[src/hdl/rs_pkg.sv]
// Shared types and constants for the rectangle subtraction block.
// Used by every module under hdl/; depends on nothing else.
package rs_pkg;

    localparam int unsigned COORD_W = 16;

    typedef logic signed [COORD_W-1:0] t_coord;

    typedef struct packed {
        t_coord base_min_x;
        t_coord base_min_y;
        t_coord base_max_x;
        t_coord base_max_y;
        t_coord cut_min_x;
        t_coord cut_min_y;
        t_coord cut_max_x;
        t_coord cut_max_y;
    } t_in_item;

    typedef struct packed {
        t_coord piece_min_x;
        t_coord piece_min_y;
        t_coord piece_max_x;
        t_coord piece_max_y;
        logic   empty_res;
        logic   last;
    } t_out_item;

    // Kinds of result an item can produce, in the order they are emitted.
    localparam int unsigned NUM_KINDS = 6;
    localparam int unsigned KIND_W    = $clog2(NUM_KINDS);

    typedef logic [KIND_W-1:0]    t_kind;
    typedef logic [NUM_KINDS-1:0] t_kind_mask;

    localparam t_kind KIND_LEFT   = t_kind'(0);
    localparam t_kind KIND_RIGHT  = t_kind'(1);
    localparam t_kind KIND_BOTTOM = t_kind'(2);
    localparam t_kind KIND_TOP    = t_kind'(3);
    localparam t_kind KIND_WHOLE  = t_kind'(4);
    localparam t_kind KIND_EMPTY  = t_kind'(5);

    // Classified item as handed from the front end to the emitter.
    typedef struct packed {
        t_coord     bx0;
        t_coord     by0;
        t_coord     bx1;
        t_coord     by1;
        t_coord     ix0;
        t_coord     iy0;
        t_coord     ix1;
        t_coord     iy1;
        t_kind_mask mask;
    } t_desc;

endpackage

[src/hdl/rs_front.sv]
// Front end: accepts input transactions, forms the intersection and decides
// which pieces remain. Depends on rs_pkg.
module rs_front
    import rs_pkg::*;
(
    input  logic     i_in_valid,
    output logic     o_in_ready,
    input  t_in_item i_item,
    input  logic     i_q_full,
    output logic     o_q_push,
    output t_desc    o_q_desc
);

    logic       clear;
    t_coord     ix0;
    t_coord     iy0;
    t_coord     ix1;
    t_coord     iy1;
    t_kind_mask mask;

    assign o_in_ready = !i_q_full;
    assign o_q_push   = i_in_valid && !i_q_full;

    always_comb begin
        clear = (i_item.base_max_x <= i_item.cut_min_x) ||
                (i_item.cut_max_x  <= i_item.base_min_x) ||
                (i_item.base_max_y <= i_item.cut_min_y) ||
                (i_item.cut_max_y  <= i_item.base_min_y);

        ix0 = (i_item.cut_min_x > i_item.base_min_x) ? i_item.cut_min_x : i_item.base_min_x;
        iy0 = (i_item.cut_min_y > i_item.base_min_y) ? i_item.cut_min_y : i_item.base_min_y;
        ix1 = (i_item.cut_max_x < i_item.base_max_x) ? i_item.cut_max_x : i_item.base_max_x;
        iy1 = (i_item.cut_max_y < i_item.base_max_y) ? i_item.cut_max_y : i_item.base_max_y;

        mask = '0;
        if (clear) begin
            mask[KIND_WHOLE] = 1'b1;
        end else begin
            // A strip exists exactly when the cutter edge lies strictly inside the base.
            mask[KIND_LEFT]   = i_item.cut_min_x > i_item.base_min_x;
            mask[KIND_RIGHT]  = i_item.cut_max_x < i_item.base_max_x;
            mask[KIND_BOTTOM] = i_item.cut_min_y > i_item.base_min_y;
            mask[KIND_TOP]    = i_item.cut_max_y < i_item.base_max_y;
            mask[KIND_EMPTY]  = !(mask[KIND_LEFT] || mask[KIND_RIGHT] ||
                                  mask[KIND_BOTTOM] || mask[KIND_TOP]);
        end

        o_q_desc.bx0  = i_item.base_min_x;
        o_q_desc.by0  = i_item.base_min_y;
        o_q_desc.bx1  = i_item.base_max_x;
        o_q_desc.by1  = i_item.base_max_y;
        o_q_desc.ix0  = ix0;
        o_q_desc.iy0  = iy0;
        o_q_desc.ix1  = ix1;
        o_q_desc.iy1  = iy1;
        o_q_desc.mask = mask;
    end

endmodule

[src/hdl/rs_queue.sv]
// Two-entry queue of classified items between the front end and the emitter.
// Depends on rs_pkg.
module rs_queue
    import rs_pkg::*;
(
    input  logic  i_clk,
    input  logic  i_rst_n,
    input  logic  i_push,
    input  t_desc i_desc,
    output logic  o_full,
    input  logic  i_pop,
    output logic  o_valid,
    output t_desc o_desc
);

    localparam int unsigned DEPTH = 2;
    localparam int unsigned PTR_W = $clog2(DEPTH);

    t_desc            r_mem [DEPTH];
    logic [PTR_W-1:0] r_wr_ptr;
    logic [PTR_W-1:0] r_rd_ptr;
    logic [PTR_W:0]   r_count;
    logic [PTR_W:0]   n_count;
    logic             do_push;
    logic             do_pop;

    assign o_full  = (r_count == (PTR_W+1)'(DEPTH));
    assign o_valid = (r_count != '0);
    assign o_desc  = r_mem[r_rd_ptr];
    assign do_push = i_push && !o_full;
    assign do_pop  = i_pop && o_valid;

    always_comb begin
        n_count = r_count;
        if (do_push && !do_pop) begin
            n_count = r_count + 1'b1;
        end else if (do_pop && !do_push) begin
            n_count = r_count - 1'b1;
        end
    end

    always_ff @(posedge i_clk) begin
        if (!i_rst_n) begin
            r_wr_ptr <= '0;
            r_rd_ptr <= '0;
            r_count  <= '0;
        end else begin
            r_count <= n_count;
            if (do_push) begin
                r_wr_ptr <= r_wr_ptr + 1'b1;
            end
            if (do_pop) begin
                r_rd_ptr <= r_rd_ptr + 1'b1;
            end
        end
    end

    always_ff @(posedge i_clk) begin
        if (do_push) begin
            r_mem[r_wr_ptr] <= i_desc;
        end
    end

endmodule

[src/hdl/rs_back.sv]
// Emitter: walks the remaining pieces of one classified item, one result per
// cycle while the output is accepted, into a registered output. Depends on rs_pkg.
module rs_back
    import rs_pkg::*;
(
    input  logic      i_clk,
    input  logic      i_rst_n,
    input  logic      i_q_valid,
    input  t_desc     i_q_desc,
    output logic      o_q_pop,
    output logic      o_out_valid,
    input  logic      i_out_ready,
    output t_out_item o_result
);

    t_desc      r_desc;
    t_kind_mask r_mask;
    logic       r_busy;
    logic       r_out_valid;
    t_out_item  r_out;

    logic       out_load;
    logic       emit;
    t_kind      pick;
    t_kind_mask rest;
    logic       last;
    t_out_item  piece;

    assign out_load    = !r_out_valid || i_out_ready;
    assign emit        = r_busy && out_load;
    assign o_q_pop     = i_q_valid && (!r_busy || (emit && last));
    assign o_out_valid = r_out_valid;
    assign o_result    = r_out;

    // Lowest set bit of the mask is the next piece in emission order.
    always_comb begin
        pick = KIND_EMPTY;
        for (int k = NUM_KINDS - 1; k >= 0; k--) begin
            if (r_mask[k]) begin
                pick = t_kind'(k);
            end
        end
        rest     = r_mask;
        rest[pick] = 1'b0;
        last     = (rest == '0);
    end

    always_comb begin
        piece           = '0;
        piece.last      = last;
        case (pick)
            KIND_LEFT: begin
                piece.piece_min_x = r_desc.bx0;
                piece.piece_min_y = r_desc.by0;
                piece.piece_max_x = r_desc.ix0;
                piece.piece_max_y = r_desc.by1;
            end
            KIND_RIGHT: begin
                piece.piece_min_x = r_desc.ix1;
                piece.piece_min_y = r_desc.by0;
                piece.piece_max_x = r_desc.bx1;
                piece.piece_max_y = r_desc.by1;
            end
            KIND_BOTTOM: begin
                piece.piece_min_x = r_desc.ix0;
                piece.piece_min_y = r_desc.by0;
                piece.piece_max_x = r_desc.ix1;
                piece.piece_max_y = r_desc.iy0;
            end
            KIND_TOP: begin
                piece.piece_min_x = r_desc.ix0;
                piece.piece_min_y = r_desc.iy1;
                piece.piece_max_x = r_desc.ix1;
                piece.piece_max_y = r_desc.by1;
            end
            KIND_WHOLE: begin
                piece.piece_min_x = r_desc.bx0;
                piece.piece_min_y = r_desc.by0;
                piece.piece_max_x = r_desc.bx1;
                piece.piece_max_y = r_desc.by1;
            end
            KIND_EMPTY: begin
                piece.empty_res = 1'b1;
            end
            default: begin
                piece.empty_res = 1'b1;
            end
        endcase
    end

    always_ff @(posedge i_clk) begin
        if (!i_rst_n) begin
            r_busy      <= 1'b0;
            r_out_valid <= 1'b0;
        end else begin
            if (out_load) begin
                r_out_valid <= emit;
            end
            if (o_q_pop) begin
                r_busy <= 1'b1;
            end else if (emit && last) begin
                r_busy <= 1'b0;
            end
        end
    end

    always_ff @(posedge i_clk) begin
        if (emit) begin
            r_out <= piece;
        end
        // The next item is loaded in the same cycle its predecessor's final
        // piece goes out, so pieces of consecutive items leave back to back.
        if (o_q_pop) begin
            r_desc <= i_q_desc;
            r_mask <= i_q_desc.mask;
        end else if (emit) begin
            r_mask <= rest;
        end
    end

endmodule

[src/hdl/rectangle_subtract.sv]
// Rectangle subtraction: base minus cutter as up to four half-open pieces.
// Results pass the queue, the emitter's item register and the output register.
// Throughput: one result per cycle while the output is accepted; an item yields one result
// for each of the remaining pieces that the emitter walks through.
// Reset (synchronous, active low) empties the two-entry queue and the output register.
// Depends on rs_pkg, rs_front, rs_queue and rs_back.
module rectangle_subtract
    import rs_pkg::*;
(
    input  logic      i_clk,
    input  logic      i_rst_n,
    input  logic      i_in_valid,
    output logic      o_in_ready,
    input  t_in_item  i_item,
    output logic      o_out_valid,
    input  logic      i_out_ready,
    output t_out_item o_result
);

    logic  q_full;
    logic  q_push;
    t_desc q_wr_desc;
    logic  q_pop;
    logic  q_valid;
    t_desc q_rd_desc;

    rs_front u_front (
        .i_in_valid (i_in_valid),
        .o_in_ready (o_in_ready),
        .i_item     (i_item),
        .i_q_full   (q_full),
        .o_q_push   (q_push),
        .o_q_desc   (q_wr_desc)
    );

    rs_queue u_queue (
        .i_clk   (i_clk),
        .i_rst_n (i_rst_n),
        .i_push  (q_push),
        .i_desc  (q_wr_desc),
        .o_full  (q_full),
        .i_pop   (q_pop),
        .o_valid (q_valid),
        .o_desc  (q_rd_desc)
    );

    rs_back u_back (
        .i_clk       (i_clk),
        .i_rst_n     (i_rst_n),
        .i_q_valid   (q_valid),
        .i_q_desc    (q_rd_desc),
        .o_q_pop     (q_pop),
        .o_out_valid (o_out_valid),
        .i_out_ready (i_out_ready),
        .o_result    (o_result)
    );

endmodule
[config.mk]
export PLATFORM = sky130hd
export DESIGN_NAME = rectangle_subtract
export DESIGN_NICKNAME = d
export VERILOG_FILES = /design/src/hdl/rs_pkg.sv /design/src/hdl/rs_front.sv /design/src/hdl/rs_queue.sv /design/src/hdl/rs_back.sv /design/src/hdl/rectangle_subtract.sv
export SDC_FILE = /design/constraint.sdc
export NUM_CORES = 1
export LEC_CHECK = 0
export ABC_CLOCK_PERIOD_IN_PS = 9650
export BUFFER_PORTS_ARGS = -buffer_cell sky130_fd_sc_hd__buf_2
export CORE_MARGIN = 3
export CORE_UTILIZATION = 60
export DETAILED_ROUTE_END_ITERATION = 16
export PLACE_DENSITY_LB_ADDON = 0.3
export SLEW_MARGIN = 20
export SYNTH_ARGS = -nofsm -noshare
export SYNTH_HDL_FRONTEND = slang
export SYNTH_HIERARCHICAL = 1
export SYNTH_SLANG_ARGS = --single-unit
[constraint.sdc]
create_clock -name i_clk -period 9.65 [get_ports i_clk]
set_clock_uncertainty 0.15 [all_clocks]
set_input_delay 0.965 -clock i_clk [delete_from_list [all_inputs] [get_ports i_clk]]
set_output_delay 0.965 -clock i_clk [all_outputs]
set_load 0.05 [all_outputs]
==> parameters.txt <==
Parameter                              Value

Run status
  Status    completed

Setup path
  Delay of the slowest cell on the worst path    920 ps
  Crit-path cells    buf_2 > inv_1 > ha_1 > nand4_1 > or4_1 > a21oi_1 > a211oi_1 > a31oi_4 > mux2_2
  Maximum fanout count along the critical path    18
  Endpoint kind of the worst setup timing path    register
  Data arrival, critical path    roughly 4100 ps
  Cell type group with the largest total delay on the critical path    compound AO/OA/AOI/OAI gates
  Worst Path Required    9800 ps
  Cell with the largest stage delay on the worst path    a31oi_4
  Category of the worst setup path launch point    input pin
  Category of the most critical setup path    in2reg
  Number of buffers and inverters on the critical path    2

STA
  Max-slew violation total from the final report    0
  Final cycle utilization of the critical path    0.412
  Timing-limited maximum frequency    251 MHz
  Worst rel slew slack    0.260
  Minimum setup slack in the final design    5670 ps
  Count of final setup violators    0
  Setup tns final    0 ps
  Slew at the pin closest to its max-slew limit    1110 ps
  Final period demand of the worst path    3980 ps
  Hold violation total from the final report    0
  Unrepaired setup endpoints after global routing    false

Cells and area
  Area added between synthesis and finish    12.0%
  Fin nets    1829
  Fillcell total    between 2000 and 2500
  Share of layout cells above drive strength 1    0.277
  Post-layout instance count excluding filler cells    between 2000 and 2500
  Final non-filler cell area    0.0243 mm2

Power and ir drop
  Peak ir drop on the vdd network    around 0.21 mV
  PwrDens    315 mW/mm2
  Flop pwr share    0.452
  Comb power frac    0.308
  Internal    5.11 mW
  Switching Share    0.332
  Part of the total power dissipated in the clock network    0.241
  Power spent charging and discharging nets    2.55 mW
  Leakage Power    roughly 9.6 nW

Die
  X dimension of the die    around 200 um
  Effective utilization at floorplan    0.610
  Number of top-level design ports    200
  Die height    196 um
  Number of core rows    69
  Standard cell core area    0.0357 mm2
  Die Footprint    just under 0.04 mm2

Placed design
  Detail Placement HPWL    31500 um
  Worst setup slack after placement    5220 ps
  Total cell area at the placement stage    roughly 0.023 mm2
  Instance count after placement with tap cells included    ~2000
  IO Port Bufs    199
  Final weighted congestion of routability-driven global placement    0.904

Synth
  Cell type with the largest total area after synthesis    edfxtp_1
  Synthesized area per cell    15.4 um2
  Cell count after synthesis    1414
  Number of warnings printed during yosys synthesis    6
  Leading post-synthesis cells by cell area    edfxtp_1 (65%), ha_1 (7.3%), mux2_2 (4.5%), mux2_4 (4.1%), buf_4 (2.2%)
  Proportion of register bits with asynchronous set or reset after synthesis    0
  Area of the mapped netlist    0.0217 mm2
  Dominant synthesized flop cell    edfxtp_1
  Distinct cell type count after synthesis    between 60 and 70
  Flops & latches, synth    475
  Number of enable-type register cells in the synthesized netlist    468
  Area share of the largest cell type after synthesis    0.647
  Net count after synthesis    1673
  Sequential share of the synthesized area    0.653

Worst hold path
  Class of the tightest hold or removal check    reg2reg

Global route
  Gr usage total    0.241
  Number of global-route vias before repair    12500
  Overflow left after global routing    0
  Antenna violations before repair    12
  Pin count of the biggest net entering global routing    79
  Wire length of the first global-routing pass    71200 um

Drt
  Final wirelength    47100 um
  Drt initial violations    964
  Number of vias in the routed layout    12300
  DR WL/cell    22.7 um
  Detail Route Antenna Nets    0
  # DRC    0
  DR pass1 iterations    6
  Vias per std cell    5.94

Clock network
  Max Buffers Root-to-Sink    3
  Number of buffers inserted for hold repair after clock tree synthesis    0
  CTS-repair resized insts    0
  Root cell of the clock tree    clkbuf_16
  # Post-CTS Setup Buffers    0
  Worst-skew pair later-pin latency    550 ps
  Number of H-tree levels    2
  Clock-pin slew on the worst setup and hold paths    60 ps
  Clock Sink Count    about 480
  Inserted Clock Buffers    47
  Clock tree from TritonCTS    yes

Run
  Max-cap check violation count    0
==> layer usage <==
layer  share of wire  vias to the layer above  GRT usage
met5         0.00076                        -          0
met4           0.028                        6     0.0797
met3           0.053                       81     0.0352
met1            0.43                     6197      0.340
li1                -                     5659          -
met2            0.49                      374      0.394
==> area by class of cell <==
cell class	count	area [um2]	area share
inverters	127	477	0.0196
well taps	461	577	0.0237
repair buffers	217	1150	0.0473
diodes	9	22.5	0.000925
flip-flops and latches	475	14200	0.583
clock buffers	57	1260	0.0516
multi-input cells	702	6350	0.261
clock inverters	27	305	0.0125
==> placed cells by master (no fill, tap or decap), types with 22 or more instances in the layout <==
master / netlist / routed
o21ai_0: 39 / 39
nand4_1: 23 / 23
a21o_1: 28 / 28
a21oi_1: 47 / 47
ha_1: 127 / 127
nor2_1: 23 / 22
mux2_4: 60 / 60
edfxtp_1: 468 / 468
a22o_1: 49 / 49
mux2_2: 86 / 86
nand2_1: 53 / 53
clkbuf_16: 0 / 49
buf_2: 13 / 199
inv_1: 126 / 126
==> final timing paths <==
kind	startpoint	end	slack (ps)	cells past startpoint
min reg2reg	u_back/r_desc[93]	u_back/o_result[25]	370	1
max	i_item[127]	u_queue/r_mem[0][54]	5670	9
min	u_back/r_desc[93]	u_back/o_result[25]	370	1
max reg2reg	u_back/r_mask[1]	u_back/r_desc[126]	5920	5
==> cells by family after synthesis <==
group / Yosys count / synth area share
mux: 170 / 0.0973
compound gates: 245 / 0.0806
buf+inv: 237 / 0.0564
flops: 475 / 0.653
xor+xnor: 6 / 0.00276
fa+ha+maj: 127 / 0.0731
simple gates: 154 / 0.0368
==> sequential cells by signal, summed over array words and instances, names as in the netlist, named ones only <==
register / flops
u_queue/r_count: 2
u_queue/r_rd_ptr: 1
u_back/o_out_valid: 1
u_back/o_result: 66
u_queue/r_wr_ptr: 1
u_back/r_busy: 1
u_back/r_mask: 6
u_back/r_desc: 128
u_queue/r_mem: 268
==> cell usage after synthesis (all sizes together) (23+ instances only) <==
master	count
nand2	53
a22o	49
ha	127
nand4	23
edfxtp	468
a21o	28
a21oi	47
inv	127
o21ai	54
mux2	151
nor2	23
buf	89
==> power groups by stage <==
stage	logic (mW)	clock network, mW	registers [mW]
2_1_floorplan	1.35	0	3.88
3_3_place_gp	2.29	0	3.46
3_5_place_dp	2.35	0	3.50
4_1_cts	2.36	1.87	3.46
5_1_grt	2.51	1.96	3.51
6_report	2.35	1.84	3.46
==> stage by stage <==
stage	hold WS, ps	power (mW)	util
finish	369	7.66	0.682
global route	375	7.98	0.682
CTS	369	7.69	0.681
detailed placement	356	5.84	0.637
global placement	347	5.75	0.637
floorplan	329	5.23	-
Note: power is estimated with default switching activity, not from simulation.
